$ cat config.mk
export PLATFORM = sky130hd
export DESIGN_NAME = bitmap_slot_allocator_core
export DESIGN_NICKNAME = d
export VERILOG_FILES = /design/src/bsa_pkg.sv /design/src/bitmap_slot_allocator_core.sv /design/src/bsa_ram.sv /design/src/bsa_div.sv
export SDC_FILE = /design/constraint.sdc
export NUM_CORES = 2
export LEC_CHECK = 0
export BUFFER_PORTS_ARGS = -buffer_cell sky130_fd_sc_hd__buf_4
export CAP_MARGIN = 20
export CORE_ASPECT_RATIO = 0.75
export CORE_MARGIN = 2
export CORE_UTILIZATION = 42
export DETAILED_ROUTE_END_ITERATION = 16
export GPL_TIMING_DRIVEN = 0
export HOLD_SLACK_MARGIN = 0.05
export SYNTH_ARGS = -nofsm -noshare
export SYNTH_HDL_FRONTEND = slang
export SYNTH_SLANG_ARGS = --single-unit
$ cat constraint.sdc
create_clock -name clk -period 6.1 [get_ports clk]
set_input_delay 0.61 -clock clk [delete_from_list [all_inputs] [get_ports clk]]
set_output_delay 0.61 -clock clk [all_outputs]
set_load 0.02 [all_outputs]
$ cat src/bsa_pkg.sv
// ----------------------------------------------------------------------------
// bsa_pkg
// Shared constants, codes, types and helper functions of the bitmap slot
// allocator.
// ----------------------------------------------------------------------------
package bsa_pkg;

  // Store geometry.
  localparam int WORD_COUNT = 64;
  localparam int WORD_BITS  = 32;
  localparam int ADDR_W     = (WORD_COUNT > 1) ? $clog2(WORD_COUNT) : 1;
  localparam int CNT_W      = $clog2(WORD_COUNT + 1);

  // Field widths.
  localparam int MODE_W   = 2;
  localparam int IDX_W    = 11;
  localparam int STATUS_W = 2;
  localparam int BPW_W    = 6;
  localparam int NW_W     = 7;
  localparam int CFG_W    = 7;
  localparam int POS_W    = $clog2(WORD_BITS);
  localparam int BASE_W   = $clog2(WORD_COUNT * WORD_BITS) + 1;
  localparam int CMP_W    = IDX_W + CNT_W;

  localparam logic [IDX_W-1:0] IDX_MAX = {IDX_W{1'b1}};

  // Divider: one quotient bit per step.
  localparam int DIV_STEPS = IDX_W;
  localparam int DIV_CNT_W = $clog2(DIV_STEPS);

  // Request modes.
  localparam logic [MODE_W-1:0] MODE_SET   = 2'd0;
  localparam logic [MODE_W-1:0] MODE_CLEAR = 2'd1;
  localparam logic [MODE_W-1:0] MODE_FIND  = 2'd2;
  localparam logic [MODE_W-1:0] MODE_READ  = 2'd3;

  // Result status codes.
  localparam logic [STATUS_W-1:0] ST_OK    = 2'd0;
  localparam logic [STATUS_W-1:0] ST_FULL  = 2'd1;
  localparam logic [STATUS_W-1:0] ST_RANGE = 2'd2;

  // Configuration register indexes.
  localparam logic CFG_BPW = 1'b0;
  localparam logic CFG_NW  = 1'b1;

  // Result of the serial divider.
  typedef struct packed {
    logic             done;
    logic [IDX_W-1:0] quot;
    logic [BPW_W-1:0] rem;
  } div_result_t;

  // Effective bits per word: zero acts as one, above the word width acts as full.
  function automatic logic [BPW_W-1:0] eff_bpw(input logic [BPW_W-1:0] raw);
    logic [BPW_W-1:0] res;
    res = raw;
    if (raw == '0) begin
      res = BPW_W'(1);
    end else if (raw > BPW_W'(WORD_BITS)) begin
      res = BPW_W'(WORD_BITS);
    end
    return res;
  endfunction

  // Effective number of active words.
  function automatic logic [CNT_W-1:0] eff_words(input logic [NW_W-1:0] raw);
    logic [CNT_W-1:0] res;
    res = CNT_W'(raw);
    if (raw == '0) begin
      res = CNT_W'(1);
    end else if (int'(raw) > WORD_COUNT) begin
      res = CNT_W'(WORD_COUNT);
    end
    return res;
  endfunction

  // Mask of the low bpw bits of a word.
  function automatic logic [WORD_BITS-1:0] word_mask(input logic [BPW_W-1:0] bpw);
    logic [WORD_BITS-1:0] res;
    res = '1;
    if (int'(bpw) < WORD_BITS) begin
      res = (WORD_BITS'(1) << bpw) - WORD_BITS'(1);
    end
    return res;
  endfunction

  // Position of the lowest zero bit of a word.
  function automatic logic [POS_W-1:0] lowest_zero(input logic [WORD_BITS-1:0] v);
    logic [POS_W-1:0] res;
    res = '0;
    for (int i = WORD_BITS - 1; i >= 0; i--) begin
      if (!v[i]) begin
        res = POS_W'(i);
      end
    end
    return res;
  endfunction

endpackage

$ cat src/bitmap_slot_allocator_core.sv
// Set, clear and read pass through the divider steps, quotient capture, store read,
// modify/write-back and output load; an out-of-range request skips the modify/write-back.
// Find-free scans at most the effective words_in_use store words: the scan reads one
// store word per cycle through the single read port of the bitmap RAM.
// One request is in flight at a time; one may wait as a result.
// Reset restores 32 bits per word and 64 words and marks every store word empty at once.
// ----------------------------------------------------------------------------
// bitmap_slot_allocator_core
// Bitmap allocator with set, clear, read and find-first-free requests over a
// store of words kept in a synchronous RAM.
// ----------------------------------------------------------------------------
module bitmap_slot_allocator_core
  import bsa_pkg::*;
(
  input  logic             clk,
  input  logic             rst,
  // Configuration write port.
  input  logic             cfg_we,
  input  logic             cfg_index,
  input  logic [CFG_W-1:0] cfg_wdata,
  // Request stream.
  input  logic             s_tvalid,
  output logic             s_tready,
  input  logic [15:0]      s_tdata,   // mode[1:0], bit_index[12:2], zero[15:13]
  // Result stream.
  output logic             m_tvalid,
  input  logic             m_tready,
  output logic [15:0]      m_tdata    // status[1:0], bit_value[2], found_index[13:3],
                                      // zero[15:14]
);

  // Controller states.
  localparam logic [2:0] S_IDLE = 3'd0;
  localparam logic [2:0] S_DIV  = 3'd1;
  localparam logic [2:0] S_ACC  = 3'd2;
  localparam logic [2:0] S_MOD  = 3'd3;
  localparam logic [2:0] S_FIND = 3'd4;
  localparam logic [2:0] S_DONE = 3'd5;

  logic [2:0]            state;
  logic [BPW_W-1:0]      bits_per_word;
  logic [NW_W-1:0]       words_in_use;
  logic [WORD_COUNT-1:0] word_valid;

  logic [MODE_W-1:0]     op_mode;
  logic [IDX_W-1:0]      op_index;
  logic [IDX_W-1:0]      op_quot;
  logic [POS_W-1:0]      op_pos;
  logic                  mod_vld;

  logic [CNT_W-1:0]      scan_ptr;
  logic                  chk_en;
  logic                  chk_vld;
  logic [BASE_W-1:0]     chk_base;
  logic [BASE_W-1:0]     issue_base;

  logic [STATUS_W-1:0]   res_status;
  logic                  res_bit;
  logic [IDX_W-1:0]      res_found;

  logic [BPW_W-1:0]      bpw;
  logic [CNT_W-1:0]      nw;
  logic [WORD_BITS-1:0]  mask;
  logic                  div_start;
  div_result_t           div_res;

  logic                  ram_we;
  logic [ADDR_W-1:0]     ram_waddr;
  logic [WORD_BITS-1:0]  ram_wdata;
  logic [ADDR_W-1:0]     ram_raddr;
  logic [WORD_BITS-1:0]  ram_rdata;

  logic [WORD_BITS-1:0]  mod_word;
  logic [WORD_BITS-1:0]  bit_sel;
  logic [WORD_BITS-1:0]  chk_word;
  logic                  chk_full;
  logic [BASE_W-1:0]     chk_found;
  logic                  out_free;
  logic                  in_range;

  // Effective configuration.
  always_comb begin
    bpw  = eff_bpw(bits_per_word);
    nw   = eff_words(words_in_use);
    mask = word_mask(bpw);
  end

  assign s_tready  = (state == S_IDLE);
  assign div_start = s_tvalid && s_tready && (s_tdata[1:0] != MODE_FIND);
  assign out_free  = !m_tvalid || m_tready;

  bsa_div u_div (
    .clk      (clk),
    .rst      (rst),
    .start    (div_start),
    .dividend (s_tdata[12:2]),
    .divisor  (bpw),
    .res      (div_res)
  );

  // Read-modify-write datapath.
  always_comb begin
    mod_word  = mod_vld ? ram_rdata : '0;
    bit_sel   = WORD_BITS'(1) << op_pos;
    chk_word  = (chk_vld ? ram_rdata : '0) & mask;
    chk_full  = (chk_word == mask);
    chk_found = chk_base + BASE_W'(lowest_zero(chk_word));
    in_range  = (CMP_W'(op_quot) < CMP_W'(nw));

    ram_we    = (state == S_MOD) && (op_mode != MODE_READ);
    ram_waddr = op_quot[ADDR_W-1:0];
    ram_wdata = (op_mode == MODE_SET) ? (mod_word | bit_sel) : (mod_word & ~bit_sel);
    ram_raddr = (state == S_FIND) ? scan_ptr[ADDR_W-1:0] : op_quot[ADDR_W-1:0];
  end

  bsa_ram #(
    .WIDTH (WORD_BITS),
    .DEPTH (WORD_COUNT)
  ) u_store (
    .clk   (clk),
    .we    (ram_we),
    .waddr (ram_waddr),
    .wdata (ram_wdata),
    .raddr (ram_raddr),
    .rdata (ram_rdata)
  );

  // Configuration registers.
  always_ff @(posedge clk) begin
    if (rst) begin
      bits_per_word <= BPW_W'(WORD_BITS);
      words_in_use  <= NW_W'(WORD_COUNT);
    end else if (cfg_we) begin
      case (cfg_index)
        CFG_BPW: bits_per_word <= cfg_wdata[BPW_W-1:0];
        CFG_NW:  words_in_use  <= cfg_wdata[NW_W-1:0];
        default: ;
      endcase
    end
  end

  // Controller.
  always_ff @(posedge clk) begin
    if (rst) begin
      state      <= S_IDLE;
      word_valid <= '0;
      chk_en     <= 1'b0;
    end else begin
      case (state)
        S_IDLE: begin
          if (s_tvalid) begin
            op_mode    <= s_tdata[1:0];
            op_index   <= s_tdata[12:2];
            scan_ptr   <= '0;
            issue_base <= '0;
            chk_en     <= 1'b0;
            state      <= (s_tdata[1:0] == MODE_FIND) ? S_FIND : S_DIV;
          end
        end
        S_DIV: begin
          if (div_res.done) begin
            op_quot <= div_res.quot;
            op_pos  <= div_res.rem[POS_W-1:0];
            state   <= S_ACC;
          end
        end
        S_ACC: begin
          // The read issued here returns the word in the next cycle.
          mod_vld    <= word_valid[op_quot[ADDR_W-1:0]];
          res_found  <= op_index;
          res_bit    <= 1'b0;
          if (in_range) begin
            res_status <= ST_OK;
            state      <= S_MOD;
          end else begin
            res_status <= ST_RANGE;
            state      <= S_DONE;
          end
        end
        S_MOD: begin
          if (op_mode == MODE_READ) begin
            res_bit <= mod_word[op_pos];
          end else begin
            word_valid[op_quot[ADDR_W-1:0]] <= 1'b1;
          end
          state <= S_DONE;
        end
        S_FIND: begin
          // Check the word read last cycle while the next one is read.
          res_bit <= 1'b0;
          if (chk_en && !chk_full) begin
            if (chk_found > BASE_W'(IDX_MAX)) begin
              res_status <= ST_FULL;
              res_found  <= '0;
            end else begin
              res_status <= ST_OK;
              res_found  <= chk_found[IDX_W-1:0];
            end
            chk_en <= 1'b0;
            state  <= S_DONE;
          end else if (scan_ptr < nw) begin
            chk_en     <= 1'b1;
            chk_vld    <= word_valid[scan_ptr[ADDR_W-1:0]];
            chk_base   <= issue_base;
            issue_base <= issue_base + BASE_W'(bpw);
            scan_ptr   <= scan_ptr + CNT_W'(1);
          end else begin
            res_status <= ST_FULL;
            res_found  <= '0;
            chk_en     <= 1'b0;
            state      <= S_DONE;
          end
        end
        S_DONE: begin
          if (out_free) begin
            state <= S_IDLE;
          end
        end
        default: begin
          state <= S_IDLE;
        end
      endcase
    end
  end

  // Result valid: raised when a result is loaded, dropped when it is taken.
  always_ff @(posedge clk) begin
    if (rst) begin
      m_tvalid <= 1'b0;
    end else if ((state == S_DONE) && out_free) begin
      m_tvalid <= 1'b1;
    end else if (m_tready) begin
      m_tvalid <= 1'b0;
    end
  end

  // Output register.
  always_ff @(posedge clk) begin
    if ((state == S_DONE) && out_free) begin
      m_tdata <= {2'b00, res_found, res_bit, res_status};
    end
  end

  // An accepted request always leaves the idle state.
  a_accept_leaves_idle: assert property (@(posedge clk) disable iff (rst)
    (s_tvalid && s_tready) |=> (state != S_IDLE))
    else $error("request accepted but controller stayed idle");

  // The scan never runs past the active words.
  a_scan_bound: assert property (@(posedge clk) disable iff (rst)
    (state == S_FIND) |-> (scan_ptr <= nw))
    else $error("find scan ran past the active words");

  // The divider only finishes while the controller waits for it.
  a_div_done_in_div: assert property (@(posedge clk) disable iff (rst)
    div_res.done |-> (state == S_DIV))
    else $error("divider finished outside the divide state");

  // The store is written only for in-range set and clear requests.
  a_write_in_range: assert property (@(posedge clk) disable iff (rst)
    ram_we |-> (in_range && ((op_mode == MODE_SET) || (op_mode == MODE_CLEAR))))
    else $error("store written for an invalid request");

  // A new result appears only after the result stage.
  a_result_from_done: assert property (@(posedge clk) disable iff (rst)
    $rose(m_tvalid) |-> ($past(state) == S_DONE))
    else $error("result raised outside the result stage");

endmodule

$ cat src/bsa_ram.sv
// ----------------------------------------------------------------------------
// bsa_ram
// Generic single-port-write, single-port-read RAM with a registered read.
// ----------------------------------------------------------------------------
module bsa_ram #(
  parameter int WIDTH = 32,
  parameter int DEPTH = 64
) (
  input  logic                     clk,
  input  logic                     we,
  input  logic [$clog2(DEPTH)-1:0] waddr,
  input  logic [WIDTH-1:0]         wdata,
  input  logic [$clog2(DEPTH)-1:0] raddr,
  output logic [WIDTH-1:0]         rdata
);

  logic [WIDTH-1:0] mem [DEPTH];

  // Write port and registered read port.
  always_ff @(posedge clk) begin
    if (we) begin
      mem[waddr] <= wdata;
    end
    rdata <= mem[raddr];
  end

endmodule

$ cat src/bsa_div.sv
// ----------------------------------------------------------------------------
// bsa_div
// Restoring serial divider that splits a global bit index into a word number
// and a bit position, one quotient bit per cycle.
// ----------------------------------------------------------------------------
module bsa_div
  import bsa_pkg::*;
(
  input  logic             clk,
  input  logic             rst,
  input  logic             start,
  input  logic [IDX_W-1:0] dividend,
  input  logic [BPW_W-1:0] divisor,
  output div_result_t      res
);

  logic                 busy;
  logic [DIV_CNT_W-1:0] count;
  logic [IDX_W-1:0]     quot;
  logic [BPW_W-1:0]     rem;
  logic [BPW_W-1:0]     dsor;
  logic                 done;
  logic [BPW_W-1:0]     trial;
  logic                 qbit;

  // One restoring step: the remainder stays below the divisor, so it fits.
  always_comb begin
    trial = {rem[BPW_W-2:0], quot[IDX_W-1]};
    qbit  = (trial >= dsor);
  end

  // Step sequencing.
  always_ff @(posedge clk) begin
    if (rst) begin
      busy  <= 1'b0;
      done  <= 1'b0;
      count <= '0;
    end else begin
      done <= busy && !start && (count == DIV_CNT_W'(DIV_STEPS - 1));
      if (start) begin
        busy  <= 1'b1;
        count <= '0;
      end else if (busy) begin
        if (count == DIV_CNT_W'(DIV_STEPS - 1)) begin
          busy <= 1'b0;
        end
        count <= count + DIV_CNT_W'(1);
      end
    end
  end

  // Datapath: the dividend shifts out as the quotient shifts in.
  always_ff @(posedge clk) begin
    if (start) begin
      quot <= dividend;
      rem  <= '0;
      dsor <= divisor;
    end else if (busy) begin
      quot <= {quot[IDX_W-2:0], qbit};
      rem  <= qbit ? (trial - dsor) : trial;
    end
  end

  assign res.done = done;
  assign res.quot = quot;
  assign res.rem  = rem;

endmodule

## Word-level counts from Yosys, hierarchy flattened

Memory sizes are Yosys's and may differ from the RTL's. A register that Yosys moved wholly into a read port is not among the register bits.
Index checks and enable logic that the tools add are counted.
W data, S select, Z words.

| operators by class | value |
|---|---|
| $add $sub $neg | 6 |
| $lt $le $gt $ge | 11 |
| equal/unequal tests | 18 |
| shift operators | 2 |
| muxes and demuxes | 90 |
| bitwise logic cells | 9 |
| reductions and logical operators | 35 |

Operator list:

| kind | number |
|---|---|
| $mux W5 | 33 |
| $mux W32 | 4 |
| $and A32 B32 Y32 | 2 |
| $or A64 B64 Y64 | 1 |
| $mux W11 | 5 |
| $mux W12 | 3 |
| $mux W7 | 5 |
| $eq A32 B32 Y1 | 1 |
| $not A32 Y32 | 1 |
| $or A32 B32 Y32 | 1 |
| $shl A1 B5 Y32 const A | 1 |
| $shl A1 B6 Y32 const A | 1 |
| $sub A32 B2 Y32 const B | 1 |
| $pmux W12 S2 | 1 |
| $pmux W11 S2 | 1 |
| $mux W3 | 7 |
| $mux W6 | 3 |
| $pmux W3 S6 | 1 |
| $mux W1 | 16 |
| $lt A6 B7 Y1 const B | 2 |
| $pmux W7 S2 | 1 |
| $add A12 B5 Y12 | 1 |
| $add A12 B6 Y12 | 1 |
| $bmux W1 S6 | 2 |
| other kinds (39) | 76 |

| storage, ports and cells | value |
|---|---|
| flip-flop bits (word level) | 200 |
| memory bits (writable) | 2048 |
| input port bits | 29 |
| output and inout bits | 18 |
| logic and storage cells | 197 |
| memories kept | 1 |

Memories:

| name | words | bits a word | rd ports | clocked after Yosys merged registers in | wr ports | line | RTL |
|---|---|---|---|---|---|---|---|
| u_store.mem | 64 | 32 | 1 | 1 | 1 | bsa_ram.sv:17 | `logic [WIDTH-1:0] mem [DEPTH];` |

## Logic depth before layout (Yosys ltp)

| logic depth | value |
|---|---|
| word-level depth | 44 |
| depth in mapped cells | 28 |
| mapped depth without buffers | 23 |

## Modules after synthesis

From an unflattened synthesis, not the netlist that was laid out.

| unflattened totals | value |
|---|---|
| cell total of the unflattened synthesis | 4813 |
| area, all modules | 90898.4 um^2 |

Modules (own cells, without submodules):

| module | times used | cells each | area each (um^2) | seq. area each (um^2) |
|---|---|---|---|---|
| bsa_ram | 1 | 3503 | 78720.5 | 62139.6 |
| bitmap_slot_allocator_core | 1 | 1184 | 10701.5 | 4344.2 |
| bsa_div | 1 | 126 | 1476.4 | 750.7 |

## Worst setup path after synthesis

Ideal clock, no wire load.

| timing | value |
|---|---|
| path kind | reg2reg |
| start | register op_pos[0] |
| end | memory u_store.mem[0][7], data pin |
| library setup time | 0.905 ns |
| arrival time | 4.941 ns |
| data required time | 5.195 ns |
| slack | 0.254 ns |
| cell stages (with the launch flop) | 5 |
| path buffers | 2 |
| clock period less this slack | 5.846 ns |
| cell sequence | edfxtp_1 -> clkbuf_1 -> buf_1 -> nand3_1 -> o41ai_1 |

| between the ends | value |
|---|---|
| word-level cells in the longest chain between the ends | 4 |
| elaborated cells on any way between the ends | 5 |
| classes of those cells | 1 x shift; 1 x mux; 3 x bitwise |

RTL lines:

| element | line | RTL |
|---|---|---|
| from (decl) | bitmap_slot_allocator_core.sv:48 | `logic [POS_W-1:0] op_pos;` |
| from (signal assigned) | bitmap_slot_allocator_core.sv:163 | `op_pos <= div_res.rem[POS_W-1:0];` |
| $shl A1 B5 Y32 (*) | bitmap_slot_allocator_core.sv:104 | `bit_sel = WORD_BITS'(1) << op_pos;` |
| $not A32 Y32 | bitmap_slot_allocator_core.sv:112 | `ram_wdata = (op_mode == MODE_SET) ? (mod_word \| bit_sel) : (mod_word & ~bit_sel);` |
| $and A32 B32 Y32 | bitmap_slot_allocator_core.sv:112 |  |
| $mux W32 (*) | bitmap_slot_allocator_core.sv:112 |  |
| net ram_wdata[7] | bitmap_slot_allocator_core.sv:69 | `logic [WORD_BITS-1:0] ram_wdata;` |
| to (decl) | bsa_ram.sv:17 |  |

Mark *: on every way through the listed nets, which the timed path passes. The rest lies on a longest branch.

## Final worst setup path

| timing | value |
|---|---|
| start | register bits_per_word[4] |
| end | register res_found[2], data pin |

| between the ends | value |
|---|---|
| word-level cells in the longest chain between the ends | 44 |
| elaborated cells on any way between the ends | 49 |
| classes of those cells | 2 x add/sub; 3 x order compare; 1 x eq/ne; 1 x shift; 38 x mux; 1 x bitwise; 3 x reduce/logical |

RTL lines:

| element | line | RTL |
|---|---|---|
| from (decl) | bitmap_slot_allocator_core.sv:41 | `logic [BPW_W-1:0] bits_per_word;` |
| from (signal assigned) | bitmap_slot_allocator_core.sv:131 | `bits_per_word <= BPW_W'(WORD_BITS);` |
| from (signal assigned) | bitmap_slot_allocator_core.sv:135 | `CFG_BPW: bits_per_word <= cfg_wdata[BPW_W-1:0];` |
| $gt A6 B6 Y1 | bsa_pkg.sv:59 | `end else if (raw > BPW_W'(WORD_BITS)) begin` |
| $mux W6 | bsa_pkg.sv:59 |  |
| $mux W6 (*) | bsa_pkg.sv:57 | `if (raw == '0) begin` |
| $shl A1 B6 Y32 | bsa_pkg.sv:82 | `res = (WORD_BITS'(1) << bpw) - WORD_BITS'(1);` |
| $sub A32 B2 Y32 | bsa_pkg.sv:82 |  |
| $mux W32 (*) | bsa_pkg.sv:81 | `if (int'(bpw) < WORD_BITS) begin` |
| $and A32 B32 Y32 | bitmap_slot_allocator_core.sv:105 | `chk_word = (chk_vld ? ram_rdata : '0) & mask;` |
| $mux W5 (32 in series) | bsa_pkg.sv:92 | `if (!v[i]) begin` |
| $add A12 B5 Y12 | bitmap_slot_allocator_core.sv:107 | `chk_found = chk_base + BASE_W'(lowest_zero(chk_word));` |
| $gt A12 B11 Y1 | bitmap_slot_allocator_core.sv:192 | `if (chk_found > BASE_W'(IDX_MAX)) begin` |
| $mux W11 | bitmap_slot_allocator_core.sv:192 |  |
| $mux W11 (*) | bitmap_slot_allocator_core.sv:191 | `if (chk_en && !chk_full) begin` |
| $pmux W11 S2 (*) | bitmap_slot_allocator_core.sv:149 | `case (state)` |
| to (signal assigned) | bitmap_slot_allocator_core.sv:170 | `res_found <= op_index;` |
| to (signal assigned) | bitmap_slot_allocator_core.sv:197 | `res_found <= chk_found[IDX_W-1:0];` |
| to (decl) | bitmap_slot_allocator_core.sv:59 | `logic [IDX_W-1:0] res_found;` |

Mark *: on every way between the ends. The rest lies on a longest branch, timed or not.
A chain may end at the register's enable or synchronous reset.

==> results_dict.tcl <==
set metrics [dict create \
    synth-seq-cells 2280 \
    placementRows 150 \
    routed_wl_mm 319 \
    htreeDepth 4 \
    syn_inst 7508 \
    p_seq_share_pct 52.3 \
    pwr-share-clk_pct 40.3 \
    min_from "cfg_wdata[2]" \
    p_sw_mw 7.88 \
    combPwrFrac_pct 7.4 \
    fin_crit_sh_pct 95.1 \
    syn_area_sq_um 93600 \
    max_clock_freq_ghz 0.172 \
    place.gp.congestion 0.971 \
    crit_required_ns 6.74 \
    clk_pin_slew_worst_paths_ns 0.06 \
    peakVddDrop_v 0.000267 \
    clock-root-buffer "clkbuf_16" \
    synthArstFlopShare_pct 0 \
    synth_enable_flop_cells 2155 \
    dp_hpwl_mm 232 \
    core_sq_um 222000 \
    cts_tree "done" \
    detailedRoute.firstPassIterationCount 7 \
    rsz0062_at_grt "no" \
    cp_max_fo 10 \
    die_area_sq_um 227000 \
    worst_clock_skew_ns 0.112 \
    crit_path_max_incr_delay_ns 0.48 \
    r2r-start "bits_per_word[4]" \
    via_per_inst 5.98 \
    fillers 19334 \
    grt_max_degree 36 \
    cp-start-kind "flip-flop" \
    die_y_um 413 \
    outcome "complete, no violations" \
    nNetsFinal 8066 \
    die_x_um 549 \
    slowest_stage "or3b_2" \
    maxCapViolCount 0 \
    worst_setup_path_end_kind "flip-flop" \
    drv_slew 0 \
    synth_flop_cell "edfxtp_1" \
    yosysSeqAreaShare_pct 71.8 \
    grt_pass1_vias 61265 \
    p_per_area_nw_per_um2 304 \
    port_buffers 38 \
    yosysWarnings 0 \
    grt_overflow 0 \
    antenna_found_initial 23 \
    initial_core_util_pct 42.1 \
    swShare_pct 23.7 \
    cts_buffers 222 \
    hold_violations 0 \
    cellLeakagePower_nw 37.8 \
    setup_viol 0 \
    hold_slack_ns 0.0967 \
    grt_pass1_wl_mm 451 \
    io_pins 47 \
    layout-drive-gt1-share_pct 11.4 \
    detail_route.wl_per_cell_um 28.6 \
    crit_type "flip-flop to flip-flop" \
    synth_cell_types 79 \
    groute.usage.overall_pct 27.7 \
    finish.utilization_pct 49.2 \
    crit_arrival_ns 6.45 \
    cts_buffer_depth 4 \
    avgSynthCellArea_sq_um 12.5 \
    clock_latency_ns 0.91 \
    period_needed_ns 5.80 \
    post-route-drc-count 0 \
    p_int_mw 25.4 \
    antenna_left 0 \
    crit_start "bits_per_word[4]" \
    drt_iter0_markers 11048 \
    tightest_slew_ns 1.35 \
    max-slew-margin-rel_pct 9.22 \
    synthToLayoutAreaGrowth_pct 16.9 \
    vias 66685 \
    hold_path.class "input port to flip-flop" \
    cts.sinks 2280 \
]
-- layout by cell type (no fill, tap or decap), drive strengths merged, types with 73 or more instances in the layout --
cell,n
a211oi,73
a31oi,137
edfxtp,2155
nor2,268
buf,476
a311oi,322
and3,209
clkinv,95
clkbuf,584
dfxtp,125
nand3,850
nand2,2190
-- power groups by stage --
| stage | Clock, mW | Combinational, mW | Sequential (mW) |
|---|---|---|---|
| 3_5_place_dp | 0 | 2.34 | 17.7 |
| 2_1_floorplan | 0 | 1.16 | 17.7 |
| 4_1_cts | 13.5 | 2.36 | 17.4 |
| 5_1_grt | 14.1 | 2.59 | 17.4 |
| 3_3_place_gp | 0 | 2.11 | 17.9 |
| 6_report | 13.4 | 2.46 | 17.4 |
-- sequential cells by signal, indices dropped and copies added, names as in the netlist, 2 cells and up --
name,cells
bits_per_word,6
res_status,2
u_div.quot,11
chk_base,12
u_div.count,4
op_index,11
op_pos,5
op_quot,11
res_found,11
scan_ptr,7
u_div.rem,5
m_tdata,14
words_in_use,7
issue_base,12
u_div.dsor,6
u_store.mem,2048
u_store.rdata,32
state,3
op_mode,2
word_valid,64
-- metal layers --
metal | track usage (%) | share of wire (%)
met5 | 0 | 0.024
met4 | 8.88 | 3.5
met3 | 8.93 | 14
met2 | 37.3 | 40
met1 | 41.8 | 42
-- stage by stage --
stage	power (mW)	setup TNS [ns]	instance area (sq um)	worst slack [ns]	instances
CTS	33.3	0	109000	0.0138	11119
global route	34.1	0	109000	0.0128	11142
floorplan	18.9	0	93600	0.254	7509
finish	33.3	0	109000	0.299	11148
detailed placement	20.1	-10.82	102000	-1.09	10705
global placement	20.0	-9626.03	97600	-8.01	10511
-- cell type report --
cell class	count	area, sq um	area share [%]
antenna	9	22.5	0.0206
buffer	530	2400	2.19
clock buffer	277	5810	5.31
clock inverter	121	1060	0.973
inverter	37	139	0.127
multi-input combinational	4660	24900	22.8
sequential	2280	67200	61.4
tap	2964	3710	3.39
timing repair buffer	270	4150	3.79
-- worst paths after layout --
kind | endpoint | slack [ns] | depth (start not counted)
setup reg to reg | res_found[2] | 0.30 | 25
hold reg to reg | m_tdata[3] | 0.42 | 0
hold / removal | bits_per_word[2] | 0.1 | 3
setup / recovery | res_found[2] | 0.30 | 25
-- critical path: cells and delay by family (launching register included) --
family	cells	cell delay [ns]
muxes	1	0.40
and+or+nand+nor	10	1.89
AOI/OAI and AO/OA	7	1.44
DFF	1	0.33
buffers and inverters	4	0.89
adders and majority gates	2	0.46
xor gates and xnor gates	1	0.22
-- repair_timing --
action | CTS | global route
buffers inserted | 0 | 1
hold buffers | 17 | 0
hold endpoints to repair | 25 | 0
gates resized for setup | 9 | 27
setup endpoints to repair | 12 | 10
gates cloned | 0 | 0
-- cells by family (layout without fill, tap and decap cells) --
family,after synthesis,count (layout),synth area share (%)
AO/OA/AOI/OAI,841,841,6.78
XOR/XNOR,32,32,0.299
adder cells (fa/ha/maj),36,36,0.505
buffers and inverters,569,1235,2.71
flip-flops,2280,2280,71.8
multiplexers,43,43,0.807
other,2,12,0.00802
AND/OR/NAND/NOR,3705,3705,17.1
-- synth_stat cells, types with 28 or more instances --
library cell / number / area share [%]
nand2_1: 2190 / 8.8
edfxtp_1: 2155 / 69
nand3_1: 850 / 4.5
a311oi_1: 322 / 3.0
clkbuf_1: 293 / 1.2
nor2_1: 268 / 1.1
and3_1: 209 / 1.4
buf_2: 179 / 0.96
a31oi_1: 137 / 0.92
dfxtp_1: 125 / 2.7
a211oi_1: 73 / 0.59
o21ai_0: 62 / 0.33
a21oi_1: 59 / 0.32
inv_1: 36 / 0.14
or3_1: 34 / 0.23
a22o_1: 33 / 0.31
ha_1: 33 / 0.44
a22oi_1: 31 / 0.25
nor2b_1: 31 / 0.21
buf_1: 28 / 0.11
nor3_1: 28 / 0.15
Power figures use the tool's default switching activity.
